==> src/rtl/core/ple_pkg.sv <==
// Package for the positional list engine: command and result beat types,
// opcode and status codes, and the control word broadcast to the cell chain.
// No dependencies.
`timescale 1ns / 1ps

package ple_pkg;

	localparam int COUNT_W = 7;
	localparam int DATA_W  = 32;

	localparam logic [1:0] OP_CLEAR  = 2'd0;
	localparam logic [1:0] OP_INSERT = 2'd1;
	localparam logic [1:0] OP_DELETE = 2'd2;
	localparam logic [1:0] OP_DUMP   = 2'd3;

	localparam logic [1:0] ST_OK     = 2'd0;
	localparam logic [1:0] ST_BADPOS = 2'd1;
	localparam logic [1:0] ST_FULL   = 2'd2;

	typedef struct packed {
		logic [1:0]                opcode;
		logic [COUNT_W-1:0]        position;
		logic signed [DATA_W-1:0]  value;
	} cmd_t;

	typedef struct packed {
		logic [1:0]                status;
		logic signed [DATA_W-1:0]  item;
		logic                      has_item;
		logic                      last;
		logic [COUNT_W-1:0]        length;
	} result_t;

	typedef enum logic [1:0] {
		CM_HOLD,
		CM_INSERT,
		CM_DELETE,
		CM_ROTATE
	} cell_mode_t;

	typedef struct packed {
		cell_mode_t                mode;
		logic [COUNT_W-1:0]        pos_idx;   // zero-based target position
		logic [COUNT_W-1:0]        tail_idx;  // index of the last live entry
		logic signed [DATA_W-1:0]  value;
	} cell_ctrl_t;

endpackage

==> src/rtl/core/ple_cell.sv <==
// One storage cell of the list chain: holds one entry and takes its next
// value from itself, its left or right neighbor, the head, or the insert value.
// Depends on ple_pkg.
`timescale 1ns / 1ps

module ple_cell import ple_pkg::*; #(
	parameter int IDX = 0
) (
	input  logic                      clk,
	input  cell_ctrl_t                ctrl,
	input  logic signed [DATA_W-1:0]  left_data,
	input  logic signed [DATA_W-1:0]  right_data,
	input  logic signed [DATA_W-1:0]  head_data,
	output logic signed [DATA_W-1:0]  data
);

	localparam logic [COUNT_W-1:0] IDX_C = COUNT_W'(IDX);

	logic signed [DATA_W-1:0] data_q;
	logic signed [DATA_W-1:0] data_next;

	always_comb begin
		data_next = data_q;
		case (ctrl.mode)
			CM_INSERT: begin
				// open a gap at the target, shift everything above it right
				if (IDX_C == ctrl.pos_idx) begin
					data_next = ctrl.value;
				end else if (IDX_C > ctrl.pos_idx) begin
					data_next = left_data;
				end
			end
			CM_DELETE: begin
				// close the gap: the target and all above pull from the right
				if (IDX_C >= ctrl.pos_idx) begin
					data_next = right_data;
				end
			end
			CM_ROTATE: begin
				// rotate the live part of the list by one toward the head
				if (IDX_C == ctrl.tail_idx) begin
					data_next = head_data;
				end else if (IDX_C < ctrl.tail_idx) begin
					data_next = right_data;
				end
			end
			default: begin
				data_next = data_q;
			end
		endcase
	end

	always_ff @(posedge clk) begin
		data_q <= data_next;
	end

	assign data = data_q;

endmodule

==> config.mk <==
export PLATFORM = sky130hd
export DESIGN_NAME = ple_cell
export DESIGN_NICKNAME = d
export VERILOG_FILES = /design/src/rtl/core/ple_pkg.sv /design/src/rtl/core/ple_cell.sv
export SDC_FILE = /design/constraint.sdc
export NUM_CORES = 1
export LEC_CHECK = 0
export ABC_AREA = 1
export BUFFER_PORTS_ARGS = -buffer_cell sky130_fd_sc_hd__buf_2
export CAP_MARGIN = 20
export CELL_PAD_IN_SITES_DETAIL_PLACEMENT = 1
export CELL_PAD_IN_SITES_GLOBAL_PLACEMENT = 1
export CORE_ASPECT_RATIO = 1.2
export CORE_MARGIN = 10
export CORE_UTILIZATION = 29
export DETAILED_ROUTE_END_ITERATION = 6
export HOLD_SLACK_MARGIN = 0.15
export PLACE_DENSITY_LB_ADDON = 0.1
export SYNTH_ARGS = -nofsm -noshare
export SYNTH_HDL_FRONTEND = slang
export SYNTH_SLANG_ARGS = --single-unit
export TNS_END_PERCENT = 100
==> constraint.sdc <==
create_clock -name clk -period 2.6 [get_ports clk]
set_clock_uncertainty 0.2 [all_clocks]
set_input_delay 0.39 -clock clk [delete_from_list [all_inputs] [get_ports clk]]
set_output_delay 0.39 -clock clk [all_outputs]
set_load 0.02 [all_outputs]
==> metrics.csv, run 1 <==
metric;value;unit
status;finished, final reports clean;
WL final;12300;µm
top cells by area, synth;sky130_fd_sc_hd__edfxtp_1, sky130_fd_sc_hd__nand2_1, sky130_fd_sc_hd__inv_1, sky130_fd_sc_hd__nand3_1, sky130_fd_sc_hd__nand2_2;
Post-CTS Hold Fix Bufs;0;
critical path capture point type;flip-flop;
HP Class;in -> reg;
worst path required time;2420;ps
unrepaired setup endpoints after global routing;no;
growth of design area from synthesis to finish;37.2;%
clock input transition at the sequential cells of the worst setup and hold paths;50;ps
clock tree from TritonCTS;yes;
# DRC;0;
maximum vdd drop;0.201;mV
share of power burned in registers;39.3;%
floorplan die height;130;µm
number of enable-type register cells in the synthesized netlist;32;
First DRT Iteration DRCs;103;
most used standard cells in the synthesized netlist;sky130_fd_sc_hd__nand2_1, sky130_fd_sc_hd__inv_1, sky130_fd_sc_hd__nand3_1;
combinational fraction of design power;25.9;%
final setup violation count;0;
area share of the leading cell type in the synthesized netlist;32.7;%
max FFs per register;32;
Final HPWL DP;9860;µm
number of hold-slack violations in the final timing report;0;
net count reported at finish;772;
library cell used as clock root buffer;sky130_fd_sc_hd__clkbuf_16;
non-filler cells, final;754;
worst hold margin;225;ps
Global Route Usage Sum;16.4;%
leakage power summed over all cells;0.00236;µW
antenna diode count;0;
number of buffers inserted by port buffering;176;
Die Span X;112;µm
standard cell with the maximum stage delay on the critical path;sky130_fd_sc_hd__buf_4;
slack of the critical path;942;ps
Detail Route Antenna Nets;0;
Max Cap Violations;0;
actual transition at the worst max-transition pin;708;ps
layout cell share with drive strength beyond 1;37.3;%
number of cells upsized or downsized after cts;0;
internal power;1150;µW
largest net degree at the start of global routing;33;
final total negative setup slack;0;ps
data arrival time of the critical path;1480;ps
placed instance count;746;
CP peak stage delay;270;ps
global-route wire length before repair;19300;µm
synthesized netlist net count;600;
sum of overflow across all layers after global routing;0;
worst-path maximum fanout;19;
ordered cell list for the critical path;buf_2 -> nor2_1 -> nand2_2 -> nor2_4 -> buf_4 -> nand2_1 -> nand3_2 -> nand3_2;
initial antenna violation count;1;
TritonCTS Buffers;5;
maximum number of buffers from clock root to sink;2;
proportion of synthesized chip area in sequential cells;32.7;%
via density per instance;4.55;
Top Ports;177;
number of distinct standard cells referenced by the synthesized netlist;19;
per-cell routed wire length;16.4;µm
ratio of final minimum period to clock period;63.8;%
P per Cell Area;401;nW/µm²
Pre-antenna DRT Iters;4;
start point of the critical path;ctrl[35];
final weighted congestion in routability-driven placement;0.781;
library cell with the highest instance count after synthesis;sky130_fd_sc_hd__nand2_1;
H-Tree Depth;2;
number of vias after detailed routing;3427;
Async S/R FF share, synth;0;%
dominant synthesized flop cell;sky130_fd_sc_hd__edfxtp_1;
Fmax achieved;0.603;GHz
switching part of the total;28.8;%
cell taking the most area after synthesis;sky130_fd_sc_hd__edfxtp_1;
vias in the first global route;3913;
max-slew violation count;0;
number of cell rows;40;
most numerous cell on the critical path;sky130_fd_sc_hd__nand3_2;
area of the mapped netlist;2940;µm²
sinks on the clock net;32;
number of synthesized register bits;32;
initial standard-cell utilization of the core;29.5;%
source of the worst hold timing path;right_data[6];
post-route minimum period;1660;ps
overall die area;14600;µm²
number of buffers inserted to repair setup after CTS;0;
worst setup path category;in -> reg;
Startpoint Class;primary input;
share of total power in the clock network;34.8;%
Avg Synthesized Cell Area;6.45;µm²
cell count after synthesis;455;
final standard cell utilization of the core;40.5;%
Worst Setup Slack post-DPL;636;ps
NetSw;464;µW
area inside the core boundary;9960;µm²
count of yosys warnings during synthesis;0;
headroom to the max-slew limit;52.7;%
## routing by layer
metal  part of all wire, %  vias up  GRT usage, %  wire (µm)
met2                    53      102          31.1       6580
met1                    39     1618          17.5       4810
met3                   6.6        8          4.91        818
met4                   1.0        0          3.10        123
li1                      -     1699             -          -
met5                     0        -             0          0
## critical path: cells and delay by family
family / cells / cell delay (ps)
AND/OR/NAND/NOR: 6 / 720
buffers and inverters: 2 / 370
## worst paths after layout
check	end	slack (ps)	depth (start not counted)
worst max-delay path	data[28]	940	8
worst min-delay path	data[6]	220	3
## cell families after synthesis
family	count (synthesis)	synth area share [%]
AND/OR/NAND/NOR	273	43.7
buffers and inverters	140	21.9
flip-flops	32	32.7
AO/OA/AOI/OAI	10	1.70
## metrics by stage
step	instance area (µm²)	total power (µW)
after global routing	4030	1720
after global placement	3890	1060
after detailed placement	3890	1070
final	4030	1610
after floorplan	2940	862
after CTS	4030	1640
## cells in the final DEF (no fill, tap or decap)
cell type,synthesis,layout
sky130_fd_sc_hd__nand3_1,75,75
sky130_fd_sc_hd__nand3_2,12,12
sky130_fd_sc_hd__nand2_2,22,23
sky130_fd_sc_hd__buf_4,6,10
sky130_fd_sc_hd__clkbuf_1,1,2
sky130_fd_sc_hd__nor2_1,6,5
sky130_fd_sc_hd__inv_1,116,116
sky130_fd_sc_hd__clkinv_8,1,1
sky130_fd_sc_hd__buf_2,6,176
sky130_fd_sc_hd__clkbuf_16,0,5
sky130_fd_sc_hd__o21ai_0,10,10
sky130_fd_sc_hd__inv_6,1,1
sky130_fd_sc_hd__buf_12,2,1
sky130_fd_sc_hd__nand2_1,154,153
sky130_fd_sc_hd__nor2_4,2,2
sky130_fd_sc_hd__nand2_8,1,1
sky130_fd_sc_hd__edfxtp_1,32,32
sky130_fd_sc_hd__nor2_2,1,2
sky130_fd_sc_hd__clkinv_1,0,1
## area by class of cell
type / instances / area (µm²)
timing repair buffer: 187 / 976
sequential: 32 / 961
inverter: 118 / 460
tap: 126 / 158
fill: 1382 / 5930
clock inverter: 1 / 3.75
clock buffer: 7 / 133
multi-input combinational: 283 / 1340
## power groups by stage
stage                     clock (µW)  combinational [µW]  sequential [µW]
after global routing             609                 470              638
after global placement             0                 412              644
after floorplan                    0                 165              697
after CTS                        577                 428              635
final                            561                 419              634
after detailed placement           0                 427              644
No activity file was read; power rests on OpenSTA's default activity.
==> run 2, diff against run 1 <==
==> constraint.sdc (replaced) <==
create_clock -name clk -period 1.7 [get_ports clk]
set_clock_uncertainty 0.2 [all_clocks]
set_input_delay 0.255 -clock clk [delete_from_list [all_inputs] [get_ports clk]]
set_output_delay 0.255 -clock clk [all_outputs]
set_load 0.02 [all_outputs]
==> metrics.csv, run 2 (synthesis gave the netlist of run 1 again) <==
metric;value;unit
status;finished, final reports clean;
number of cell rows;40;
largest net degree at the start of global routing;33;
crit path capture;data[18];
# DRC;0;
Post-Layout Inst Area;4470;µm²
Detail Route Antenna Nets;0;
actual transition at the worst max-transition pin;815;ps
initial antenna violation count;0;
NetSw;716;µW
ordered cell list for the critical path;buf_2 -> inv_1 -> nor2_2 -> buf_12 -> nand2_1 -> nand3_2;
critical path capture point type;flip-flop;
Global Route Usage Sum;16.4;%
CP peak stage delay;620;ps
internal power;1820;µW
initial standard-cell utilization of the core;29.5;%
number of cells upsized or downsized after cts;0;
HP Class;in -> reg;
area of combinational cells with multiple inputs;1340;µm²
TritonCTS Buffers;5;
Startpoint Class;primary input;
clock input transition at the sequential cells of the worst setup and hold paths;50;ps
floorplan die height;130;µm
commonest non-fill, non-tap cell in the layout;sky130_fd_sc_hd__buf_2;
H-Tree Depth;2;
final weighted congestion in routability-driven placement;0.783;
worst hold margin;169;ps
share of power burned in registers;38.2;%
max-slew violation count;0;
Max Cap Violations;0;
antenna diode count;0;
number of fill cells;1330;
cell area reported after detailed placement;4020;µm²
number of hold-slack violations in the final timing report;0;
start point of the critical path;ctrl[47];
worst path required time;1640;ps
net count reported at finish;808;
post-route minimum period;1480;ps
data arrival time of the critical path;1430;ps
vias in the first global route;4038;
standard cell with the maximum stage delay on the critical path;sky130_fd_sc_hd__nor2_2;
ratio of final minimum period to clock period;87.3;%
unrepaired setup endpoints after global routing;no;
max FFs per register;32;
final standard cell utilization of the core;44.9;%
WHS Path Cells;5;
overall die area;14600;µm²
combinational fraction of design power;28.1;%
number of vias after detailed routing;3527;
Final HPWL DP;9540;µm
worst setup path category;in -> reg;
global-route wire length before repair;19800;µm
headroom to the max-slew limit;45.6;%
leakage power summed over all cells;0.00254;µW
clock tree from TritonCTS;yes;
maximum vdd drop;0.369;mV
commonest cells after routing, fill and taps aside;sky130_fd_sc_hd__buf_2, sky130_fd_sc_hd__nand2_1, sky130_fd_sc_hd__inv_1, sky130_fd_sc_hd__nand3_1;
Pre-antenna DRT Iters;4;
layout cell share with drive strength beyond 1;35.8;%
switching part of the total;28.2;%
per-cell routed wire length;15.3;µm
area inside the core boundary;9960;µm²
slack of the critical path;216;ps
maximum number of buffers from clock root to sink;2;
Storage cell area;961;µm²
Worst Setup Slack post-DPL;-83.1;ps
Fmax achieved;0.674;GHz
share of total power in the clock network;33.7;%
P per Cell Area;568;nW/µm²
sum of overflow across all layers after global routing;0;
sinks on the clock net;32;
library cell used as clock root buffer;sky130_fd_sc_hd__clkbuf_16;
number of buffers inserted by port buffering;176;
Top Ports;177;
via density per instance;4.46;
First DRT Iteration DRCs;92;
growth of design area from synthesis to finish;52.3;%
WL final;12100;µm
final setup violation count;0;
Die Span X;112;µm
worst-path maximum fanout;18;
[run 2: cell count changes in the layout (fill, tap and decap cells not counted)]
| cell | delta |
|---|---|
| sky130_fd_sc_hd__o21ai_0 | -1 |
| sky130_fd_sc_hd__buf_12 | +7 |
| sky130_fd_sc_hd__nand2_2 | -1 |
| sky130_fd_sc_hd__dlygate4sd3_1 | +32 |
| sky130_fd_sc_hd__buf_4 | -3 |
| sky130_fd_sc_hd__o21ai_1 | +1 |
| sky130_fd_sc_hd__nand2_4 | +1 |
[run 2: layout make-up]
cell class              count  share of cell area (%)
well taps                 126                    3.53
multi-input cells         283                    30.0
clock inverters             1                  0.0839
clock buffers               7                    2.97
repair buffers            223                    31.6
flip-flops and latches     32                    21.5
inverters                 118                    10.3
[run 2: how the worst min path moves through the flow]
stage | slack, ps | endpoint | start
2_1_floorplan | 260 | data[10] | right_data[10]
3_3_place_gp | 360 | data[19] | right_data[19]
3_5_place_dp | 370 | data[27] | right_data[27]
4_1_cts | 160 | data[16] | head_data[16]
5_1_grt | 200 | data[23] | head_data[23]
6_report | 170 | data[27] | head_data[27]
[run 2: timing repair]
action | in CTS | in global routing
setup buffers | 0 | 0
hold buffers | 32 | 0
hold endpoints to repair | 32 | 0
[run 2: per-stage QoR]
step,power [µW],TNS [ps],std cells
detailed placement,1650,-1140,750
floorplan,1320,0,455
finish,2540,0,790
global route,2680,0,790
CTS,2570,0,790
global placement,1630,0,750
[run 2: power groups by stage]
stage / combinational, µW / sequential [µW] / clock [µW]
after floorplan: 254 / 1060 / 0
after global placement: 644 / 987 / 0
after detailed placement: 665 / 986 / 0
after CTS: 726 / 971 / 874
after global routing: 800 / 973 / 908
final: 714 / 969 / 856
[run 2: layer usage]
metal	part of all wire [%]	track usage [%]
met5	0	0
met4	0.84	3.26
met3	6.5	4.32
met2	54	31.9
met1	39	17.4
[run 2: critical path: cells and delay by family]
kind                   cells  cell delay, ps
and+or+nand+nor            3             770
buffers and inverters      3             380
